## config.mk

```make
export PLATFORM = sky130hd
export DESIGN_NAME = tgpg_div_step
export DESIGN_NICKNAME = d
export VERILOG_FILES = /design/src/rtl/tgpg_pkg.sv /design/src/rtl/tgpg_div_step.sv
export SDC_FILE = /design/constraint.sdc
export NUM_CORES = 1
export LEC_CHECK = 0
export BUFFER_PORTS_ARGS = -buffer_cell sky130_fd_sc_hd__buf_4
export CAP_MARGIN = 25
export CELL_PAD_IN_SITES_DETAIL_PLACEMENT = 0
export CELL_PAD_IN_SITES_GLOBAL_PLACEMENT = 1
export CORE_AREA = 2 2 191 193
export DETAILED_ROUTE_END_ITERATION = 10
export DIE_AREA = 0 0 193 195
export GPL_ROUTABILITY_DRIVEN = 0
export PLACE_DENSITY = 0.74
export SLEW_MARGIN = 20
export SYNTH_ARGS = -nofsm -noshare
export SYNTH_HDL_FRONTEND = slang
export SYNTH_SLANG_ARGS = --single-unit
```

## constraint.sdc

```tcl
create_clock -name vclk -period 12.5
set_input_delay 2.5 -clock vclk [all_inputs]
set_output_delay 2.5 -clock vclk [all_outputs]
set_load 0.005 [all_outputs]
```

## src/rtl/tgpg_pkg.sv

```systemverilog
// ----------------------------------------------------------------------------
// Touch gesture point generator package
// Shared types, register map and constants for the gesture point generator.
// ----------------------------------------------------------------------------
package tgpg_pkg;

  localparam int unsigned MaxFingersDef = 2;
  localparam logic [7:0]  TouchPressure = 8'd42;
  localparam int unsigned QuotBits      = 16;
  localparam int unsigned ProdBits      = 48;
  localparam int unsigned DivStages     = QuotBits / 2;
  localparam int unsigned AddrBits      = 5;

  typedef enum logic [1:0] {
    EV_DOWN = 2'd0,
    EV_MOVE = 2'd1,
    EV_UP   = 2'd2
  } touch_ev_e;

  typedef enum logic [2:0] {
    REG_F0_START = 3'd0,
    REG_F0_END   = 3'd1,
    REG_F1_START = 3'd2,
    REG_F1_END   = 3'd3,
    REG_PRESS    = 3'd4,
    REG_MOVE     = 3'd5,
    REG_HOLD     = 3'd6,
    REG_COUNT    = 3'd7
  } reg_idx_e;

  typedef struct packed {
    logic [31:0] now_ms;
    logic [31:0] start_ms;
  } in_req_t;

  typedef struct packed {
    logic               finger_index;
    logic signed [15:0] pos_x;
    logic signed [15:0] pos_y;
    touch_ev_e          touch_event;
    logic [7:0]         pressure;
    logic               position_valid;
    logic               gesture_done;
    logic               last;
  } out_req_t;

  // Payload that travels down the pipeline for one finger.
  typedef struct packed {
    logic                  fidx;
    logic                  is_last;
    logic [31:0]           etime;
    logic                  lt_press;
    logic                  lt_move;
    touch_ev_e             ev;
    logic signed [15:0]    sx;
    logic signed [15:0]    sy;
    logic signed [15:0]    ex;
    logic signed [15:0]    ey;
    logic                  negx;
    logic                  negy;
    logic [ProdBits-1:0]   remx;
    logic [ProdBits-1:0]   remy;
    logic [QuotBits-1:0]   qx;
    logic [QuotBits-1:0]   qy;
  } pipe_t;

endpackage

```

## src/rtl/tgpg_div_step.sv

```systemverilog
// ----------------------------------------------------------------------------
// Gesture point divider step
// Two restoring division steps for both axes of one pipeline stage.
// ----------------------------------------------------------------------------
module tgpg_div_step #(
  parameter int unsigned STEP = 0
) (
  input  tgpg_pkg::pipe_t d_i,
  input  logic [31:0]     den_i,
  output tgpg_pkg::pipe_t d_o
);

  localparam int unsigned KHi = tgpg_pkg::QuotBits - 1 - 2 * STEP;

  always_comb begin
    logic [tgpg_pkg::ProdBits-1:0] sh;
    d_o = d_i;
    for (int i = 0; i < 2; i++) begin
      sh = {{(tgpg_pkg::ProdBits-32){1'b0}}, den_i} << (KHi - i);
      if (d_o.remx >= sh) begin
        d_o.remx = d_o.remx - sh;
        d_o.qx[KHi - i] = 1'b1;
      end
      if (d_o.remy >= sh) begin
        d_o.remy = d_o.remy - sh;
        d_o.qy[KHi - i] = 1'b1;
      end
    end
  end

endmodule

```

---- Yosys cells after proc, flatten, opt, wreduce, memory -nomap -nowiden ----
Cells that the tools add are included.
storage, ports and cells
  output and inout bits ................... 232
  memories kept ........................... 0
  ROM bits ................................ 0
  bits of input ports ..................... 264
  register bits after elaboration ......... 0
  RAM bits ................................ 0
  logic and storage cells ................. 16
  bits in latches ......................... 0
operators by class
  reductions and logical operators ........ 0
  add/sub/neg operators ................... 4
  equal/unequal tests ..................... 0
  muxes and demuxes ....................... 8
  shift operators ......................... 0
  $mul .................................... 0
  order comparisons ....................... 4
  bitwise logic cells ..................... 0
  div/mod/pow operators ................... 0
operator list
  cell                            count
  two-way mux 48 bit              4
  >= comparator 48 x 46 -> 1 bit  2
  >= comparator 48 x 47 -> 1 bit  2
  subtractor 48 x 46 -> 48 bit    2
  subtractor 48 x 47 -> 48 bit    2
  two-way mux 1 bit               4

---- Depth between registers and ports, before layout ----
Gate-level depths: netlist (run 1).
  depth in word-level cells ............... 4
  depth in mapped cells ................... 25
  gate-level depth less buffers ........... 22

---- Worst setup path before layout (run 1) ----
OpenSTA, ideal clock, no wires.
  path kind ............................... input to output
  from .................................... input den_i[19]
  to ...................................... output d_o[100] (netlist name)
  cell stages on the path ................. 25
  path buffers ............................ 6
  arrival ................................. 7.486 ns
  data required time ...................... 10.000 ns
  setup slack ............................. 2.514 ns
  cell sequence ........................... inv_1 -> ha_1 -> clkbuf_1 -> nand4_1 -> nor3_1 -> nand4_1 -> nor4_1 -> nor4_2 -> nand2_2 -> buf_2 -> clkbuf_1 -> a21oi_1 -> ha_1 -> clkbuf_1 -> a21oi_1 -> o21ai_1 -> a21o_1 -> a221o_1 -> nor2_1 -> a31oi_1 -> o221ai_1 -> or4b_1 -> buf_2 -> buf_6 -> mux2_4
RTL lines
  element             line                 RTL
  start: declaration  tgpg_div_step.sv:9   input logic [31:0] den_i,
  end: declaration    tgpg_div_step.sv:10  output tgpg_pkg::pipe_t d_o

==> impl_results.md, run 1 <==
- Slew Limit Fails: 0
- Critical path type: in -> out
- Largest family of logic cells by synthesized area: compound AO/OA/AOI/OAI gates
- Core Box Area: 0.0354 sq mm
- Avg Vias per Cell: 5.49
- Multi-input gate area: 0.00836 sq mm
- Die W: 193 microns
- First-pass GRT wire length: 56600 microns
- IO Port Bufs: 232
- Antenna violations before repair: 1
- Clock buffers: 0
- Max VDD drop: 0.0000472 V
- Final nets: 1855
- CTS Hold Buffers Added: 0
- Status: completed
- Flip-flop and latch count: 0
- Die footprint: 0.0376 sq mm
- RSZ-0062 raised after global routing: no
- Rows: 69
- Tmin final: 11.47 ns
- Leakage: 5.06 nW
- Register area: 0 sq um
- Total negative slack: 0 ns
- Initial Utilization: 0.283
- Fmax: 0.0872 GHz
- Initial DRC Count: 684
- Most Frequent Cell on Critical Path: buf_4
- Synthesized net count: 1813
- Total gr overflow: 0
- Power Density: 114 mW/mm^2
- DRT Pass-1 Iters: 5
- Fill count: 3837
- Cells after Synth: 1417
- Hold Crit Start: d_i[134]
- Slowest Stage Delay on Critical Path: 0.80 ns
- Synth Area in Compound Gates: 0.293
- Die Y: 195 microns
- Finished Cell Area: 0.0111 sq mm
- WL per Instance: 19.9 microns
- Adder-cell share of the synthesized area: 0.168
- CP endpoint kind: primary output
- Family with the most delay on the worst path: simple AND/OR/NAND/NOR gates
- Final setup vio count: 0
- GRT Total Usage: 0.191
- Routed Antenna Nets: 0
- Worst relative slew slack: 0.401
- Hold_ws: 5.00 ns
- Placed cell area: 0.0110 sq mm
- Mux cell area share after synthesis: 0.101
- Layout cells sized above 1: 0.233
- Max Cap Viol: 0
- Post-route setup slack: 1.03 ns
- Post-synthesis sequential area ratio: 0
- Routed WL: 38200 microns
- Startpoint Class: primary input
- CP Max Fanout: 27
- Synth Area per Inst: 7.08 sq um
- Hold WC Path Type: in -> out
- Worst Max-Slew Pin Slew: 0.892 ns
- Simple-Gate Fraction of Synth Area: 0.181
- Tcrit/Tclk final: 0.918
- Mapped cell area: 0.0100 sq mm
- Largest net degree at the start of global routing: 40
- Post-CTS Setup Repair Bufs: 0
- Cell chain of the critical path: buf_4, inv_1, ha_1, nand4_1, nor3_1, nand4_1, nor4_1, nor4_2, nand2_2, mux2_2, ha_1, and4_1, and2_1, a211o_1, o211a_1, nor2_1, a31oi_1, o221ai_1, or4b_2, buf_4, mux2_4, buf_4
- CP bufs+invs: 4
- Hold Path Cell Cnt: 0
- Number of gates given a new drive strength after cts: 0
- Worst EP arrival: 8.97 ns
- Crit-path slowest cell: or4b_2
- Critical Path RT: 10.00 ns
- Area grow syn2layout: 10.2%
- Hold worst-path end: d_o[134]
- Io pins: 496
- Total power: 0.00126 W
- Number of global-route vias before repair: 10200
- Number of vias in the routed layout: 10500
- Fin. Hold Viols: 0
- Setup WS pre-CTS: 0.982 ns
- Post-synth cell types: 78
- # DRC: 0
- HPWL Detailed: 33400 microns
- Synth Area in XOR/XNOR: 0.0899
- Count of yosys warnings during synthesis: 0
-- layout make-up --
class	instances	share of cell area
repair buffers	241	0.166
multi-input cells	1142	0.756
diodes	1	0.000226
well taps	461	0.0522
inverters	74	0.0251
-- where the power goes --
group / total, W / internal (W) / switching [W]
clock network: 0.0000000000107 / 0.0000000000107 / 0
logic: 0.00126 / 0.000621 / 0.000636
registers: 0 / 0 / 0
-- per-stage QoR --
stage          instances   util
5_1_grt             1919  0.312
3_3_place_gp        1918  0.312
4_1_cts             1918  0.312
3_5_place_dp        1918  0.312
6_report            1919  0.312
2_1_floorplan       1417      -
-- Yosys cell counts, types with 6 or more instances --
| library cell | count | share of area |
|---|---|---|
| nor2b_1 | 12 | 0.0075 |
| a21oi_1 | 143 | 0.071 |
| nand2_1 | 104 | 0.039 |
| xor2_1 | 35 | 0.031 |
| clkbuf_1 | 22 | 0.0082 |
| nand3_1 | 23 | 0.011 |
| and3_1 | 8 | 0.0050 |
| xnor2_1 | 68 | 0.059 |
| o21ai_0 | 84 | 0.042 |
| o21a_1 | 16 | 0.012 |
| ha_1 | 128 | 0.16 |
| a21o_1 | 52 | 0.039 |
| a21boi_0 | 7 | 0.0052 |
| o31ai_1 | 7 | 0.0052 |
| o211ai_1 | 18 | 0.013 |
| a31o_2 | 6 | 0.0052 |
| nor4_1 | 11 | 0.0069 |
| mux2_2 | 45 | 0.051 |
| nor2_1 | 91 | 0.034 |
| nand2b_1 | 27 | 0.017 |
| or3_1 | 8 | 0.0050 |
| inv_1 | 74 | 0.028 |
| a211o_1 | 8 | 0.0070 |
| buf_4 | 163 | 0.12 |
| mux2_4 | 28 | 0.042 |
| o21bai_1 | 20 | 0.015 |
| buf_2 | 11 | 0.0055 |
| nor3_1 | 25 | 0.012 |
| a211oi_1 | 13 | 0.0097 |
| o2111ai_1 | 9 | 0.0079 |
| nand4_1 | 30 | 0.019 |
| a31oi_1 | 20 | 0.012 |
| and2_1 | 7 | 0.0044 |
-- cells in the final DEF (no fill, tap or decap), types with 25 or more instances in the layout --
cell type and n:
nor3_1 25, nand2_1 104, buf_4 239, o21ai_0 84, xnor2_1 68, inv_1 74, a21oi_1 143, mux2_4 28
xor2_1 35, nand4_1 30, nor2_1 91, ha_1 128, mux2_2 45, nand2b_1 27, a21o_1 52
-- layer usage --
| layer | vias up | share of wire | track usage |
|---|---|---|---|
| met2 | 433 | 0.48 | 0.338 |
| met4 | 0 | 0.052 | 0.0873 |
| li1 | 5134 | - | - |
| met1 | 4849 | 0.40 | 0.230 |
| met3 | 126 | 0.066 | 0.0216 |
| met5 | - | 0 | 0 |
-- kinds of logic (layout without fill, tap and decap cells) --
family,count (synthesis),count (layout)
buf+inv,275,315
simple gates,372,372
mux,81,81
other cells,0,1
compound gates,454,454
xor+xnor,103,103
fa+ha+maj,132,132
-- worst max path at each step --
stage,from,end,slack [ns],cells past startpoint
after detailed placement,den_i[20],d_o[109],0.98,22
after CTS,den_i[20],d_o[109],0.97,22
after floorplan,den_i[19],d_o[100],2.51,25
final,den_i[20],d_o[109],1.03,22
after global placement,den_i[20],d_o[109],1.01,22
after global routing,den_i[26],d_o[109],0.65,22
Power figures use the tool's default switching activity.
==> run 2: changes to the inputs <==
--- a/config.mk
+++ b/config.mk
@@ -5,15 +5,16 @@
 export SDC_FILE = /design/constraint.sdc
 export NUM_CORES = 1
 export LEC_CHECK = 0
+export ABC_AREA = 1
 export BUFFER_PORTS_ARGS = -buffer_cell sky130_fd_sc_hd__buf_4
 export CAP_MARGIN = 25
 export CELL_PAD_IN_SITES_DETAIL_PLACEMENT = 0
 export CELL_PAD_IN_SITES_GLOBAL_PLACEMENT = 1
-export CORE_AREA = 2 2 191 193
+export CORE_AREA = 2 2 194 196
 export DETAILED_ROUTE_END_ITERATION = 10
-export DIE_AREA = 0 0 193 195
+export DIE_AREA = 0 0 196 198
 export GPL_ROUTABILITY_DRIVEN = 0
-export PLACE_DENSITY = 0.74
+export PLACE_DENSITY = 0.85
 export SLEW_MARGIN = 20
 export SYNTH_ARGS = -nofsm -noshare
 export SYNTH_HDL_FRONTEND = slang
==> impl_results.md, run 2 <==
- Status: completed
- Initial Utilization: 0.324 (+0.0409)
- Most Frequent Cell on Critical Path: nand2_1
- Critical Path RT: 10.00 ns (about the same)
- Leakage: 7.29 nW (+44%)
- Post-synth cell types: 43 (-45%)
- Synth top cells by count: nand2_1 (801), inv_1 (292), nor2_1 (219)
- Worst EP arrival: 8.03 ns (-0.94 ns)
- Mapped cell area: 0.0120 sq mm (+19%)
- Number of vias in the routed layout: 15200 (+44%)
- Synth area leaders: nand2_1 (25%), ha_1 (13%), buf_4 (10%), inv_1 (9.1%), nor2_1 (6.9%)
- Placed cell area: 0.0130 sq mm (+17%)
- Power Density: 102 mW/mm^2 (-11%)
- Die footprint: 0.0388 sq mm (+3.1%)
- Area grow syn2layout: 8.24%
- Post-synthesis sequential area ratio: 0 (unchanged)
- # DRC: 0 (unchanged)
- Synth Area per Inst: 5.25 sq um (-26%)
- Most frequent cells in the layout: nand2_1 (801), inv_1 (292), buf_4 (238), nor2_1 (219), ha_1 (128)
- Routed WL: 54000 microns (+42%)
- Hold Crit Start: d_i[128]
- Finished Cell Area: 0.0130 sq mm (+17%)
- Met1 usage: 0.320 (+0.0901)
- Met2 usage: 0.436 (+0.0984)
- Crit-path slowest cell: a21oi_4
- Critical path type: in -> out
- Clock buffers: 0 (unchanged)
- Initial DRC Count: 1732 (+150%)
- Hold WC Path Type: in -> out
- Total negative slack: 0 ns (unchanged)
- First-pass GRT wire length: 79700 microns (+41%)
- Synthesized net count: 2679 (+48%)
- Post-synth top area share: 0.251 (+0.0912)
- Max VDD drop: 0.0000855 V (+81%)
- Count leader, synth: nand2_1
- M3 GR Usage: 0.0487 (+0.0271)
- CP endpoint kind: primary output
- Final nets: 2729 (+47%)
- Number of global-route vias before repair: 14200 (+39%)
- Fmax: 0.0950 GHz (+9.0%)
- Antenna violations before repair: 0 (-1)
- RSZ-0062 raised after global routing: no
- Die Y: 198 microns (+1.5%)
- Total gr overflow: 0 (unchanged)
- Core Box Area: 0.0370 sq mm (+4.4%)
- CP Max Fanout: 33 (+22%)
- Family with the most delay on the worst path: simple AND/OR/NAND/NOR gates
- Fin. Hold Viols: 0 (unchanged)
- Post-CTS Setup Repair Bufs: 0 (unchanged)
- Yosys top cell by area: nand2_1
- Avg Vias per Cell: 5.41 (-1.5%)
- Die W: 196 microns (+1.6%)
- Leading cell type in the layout, fill and taps excluded: nand2_1
- Worst relative slew slack: 0.372 (-0.0290)
- Worst Max-Slew Pin Slew: 0.942 ns (+0.0500 ns)
- Slew Limit Fails: 0 (unchanged)
- Final setup vio count: 0 (unchanged)
- Io pins: 496 (unchanged)
- Layout cells sized above 1: 0.130 (-0.103)
- Slowest Stage Delay on Critical Path: 0.72 ns (-0.08 ns)
- DRT Pass-1 Iters: 6 (+1)
- Largest net degree at the start of global routing: 52 (+30%)
- Number of gates given a new drive strength after cts: 0 (unchanged)
- GR peak layer: met2
- Routed Antenna Nets: 0 (unchanged)
- Tmin final: 10.53 ns (-0.945 ns)
- IO Port Bufs: 232 (unchanged)
- Count of yosys warnings during synthesis: 0 (unchanged)
- Hold worst-path end: d_o[128]
- Rows: 71 (+2.9%)
- Hold Path Cell Cnt: 0 (unchanged)
- Cells after Synth: 2283 (+61%)
- HPWL Detailed: 46000 microns (+38%)
- Max Cap Viol: 0 (unchanged)
- CP bufs+invs: 7 (+3)
- Startpoint Class: primary input
- Tcrit/Tclk final: 0.842 (-0.0756)
- Register area: 0 sq um (unchanged)
- GRT Total Usage: 0.266 (+0.0746)
- WL per Instance: 19.3 microns (-3.2%)
- Flip-flop and latch count: 0 (unchanged)
- CTS Hold Buffers Added: 0 (unchanged)
run 2: changes by cell type in the layout (fill, tap and decap cells not counted), moves of 25 or more:
cell,change
mux2_2,-45
a21o_1,-32
nand2b_1,-25
nand2_1,+697
nor2_1,+128
nand3_1,+92
xnor2_1,-39
mux2_4,-28
nand4_1,+33
inv_1,+218
run 2: metrics by stage:
| stage | hold slack (ns) | setup WS [ns] | total power, W | util | instances |
|---|---|---|---|---|---|
| 3_5_place_dp | 5.00 | 2.10 | 0.00128 | 0.351 | 2805 |
| 6_report | 5.00 | 1.97 | 0.00132 | 0.351 | 2806 |
| 5_1_grt | 5.00 | 1.70 | 0.00143 | 0.351 | 2805 |
| 2_1_floorplan | 5.08 | 4.10 | 0.000811 | - | 2283 |
| 3_3_place_gp | 5.00 | 2.13 | 0.00128 | 0.351 | 2805 |
| 4_1_cts | 5.00 | 2.08 | 0.00129 | 0.351 | 2805 |
run 2: area by class of cell:
type | count | area, sq um
tap | 474 | 593
antenna | 1 | 2.50
inverter | 301 | 1130
fill | 4219 | 24000
multi-input combinational | 1792 | 9460
timing repair buffer | 238 | 1790
run 2: logic make-up after synthesis:
group,after synthesis,share of synthesized area
buffers and inverters,491,0.211
AO/OA/AOI/OAI,281,0.132
AND/OR/NAND/NOR,1299,0.458
adder cells (fa/ha/maj),132,0.140
XOR/XNOR,80,0.0585
run 2: worst max path at each step:
stage | to | start | slack, ns | depth (start not counted)
2_1_floorplan | d_o[116] | den_i[8] | 4.10 | 28
3_3_place_gp | d_o[47] | den_i[28] | 2.13 | 25
3_5_place_dp | d_o[49] | den_i[28] | 2.10 | 25
4_1_cts | d_o[49] | den_i[28] | 2.08 | 25
5_1_grt | d_o[102] | den_i[28] | 1.70 | 24
6_report | d_o[49] | den_i[31] | 1.97 | 27
run 2: power by group:
part / internal, W / switching (W)
clock network: 0.0000000000000174 / 0
logic: 0.000497 / 0.000823
registers: 0 / 0
run 2: layer usage:
metal,wire (microns),share of wire
met1,20900,0.39
met2,23200,0.43
met3,5940,0.11
met4,4010,0.074
met5,0,0
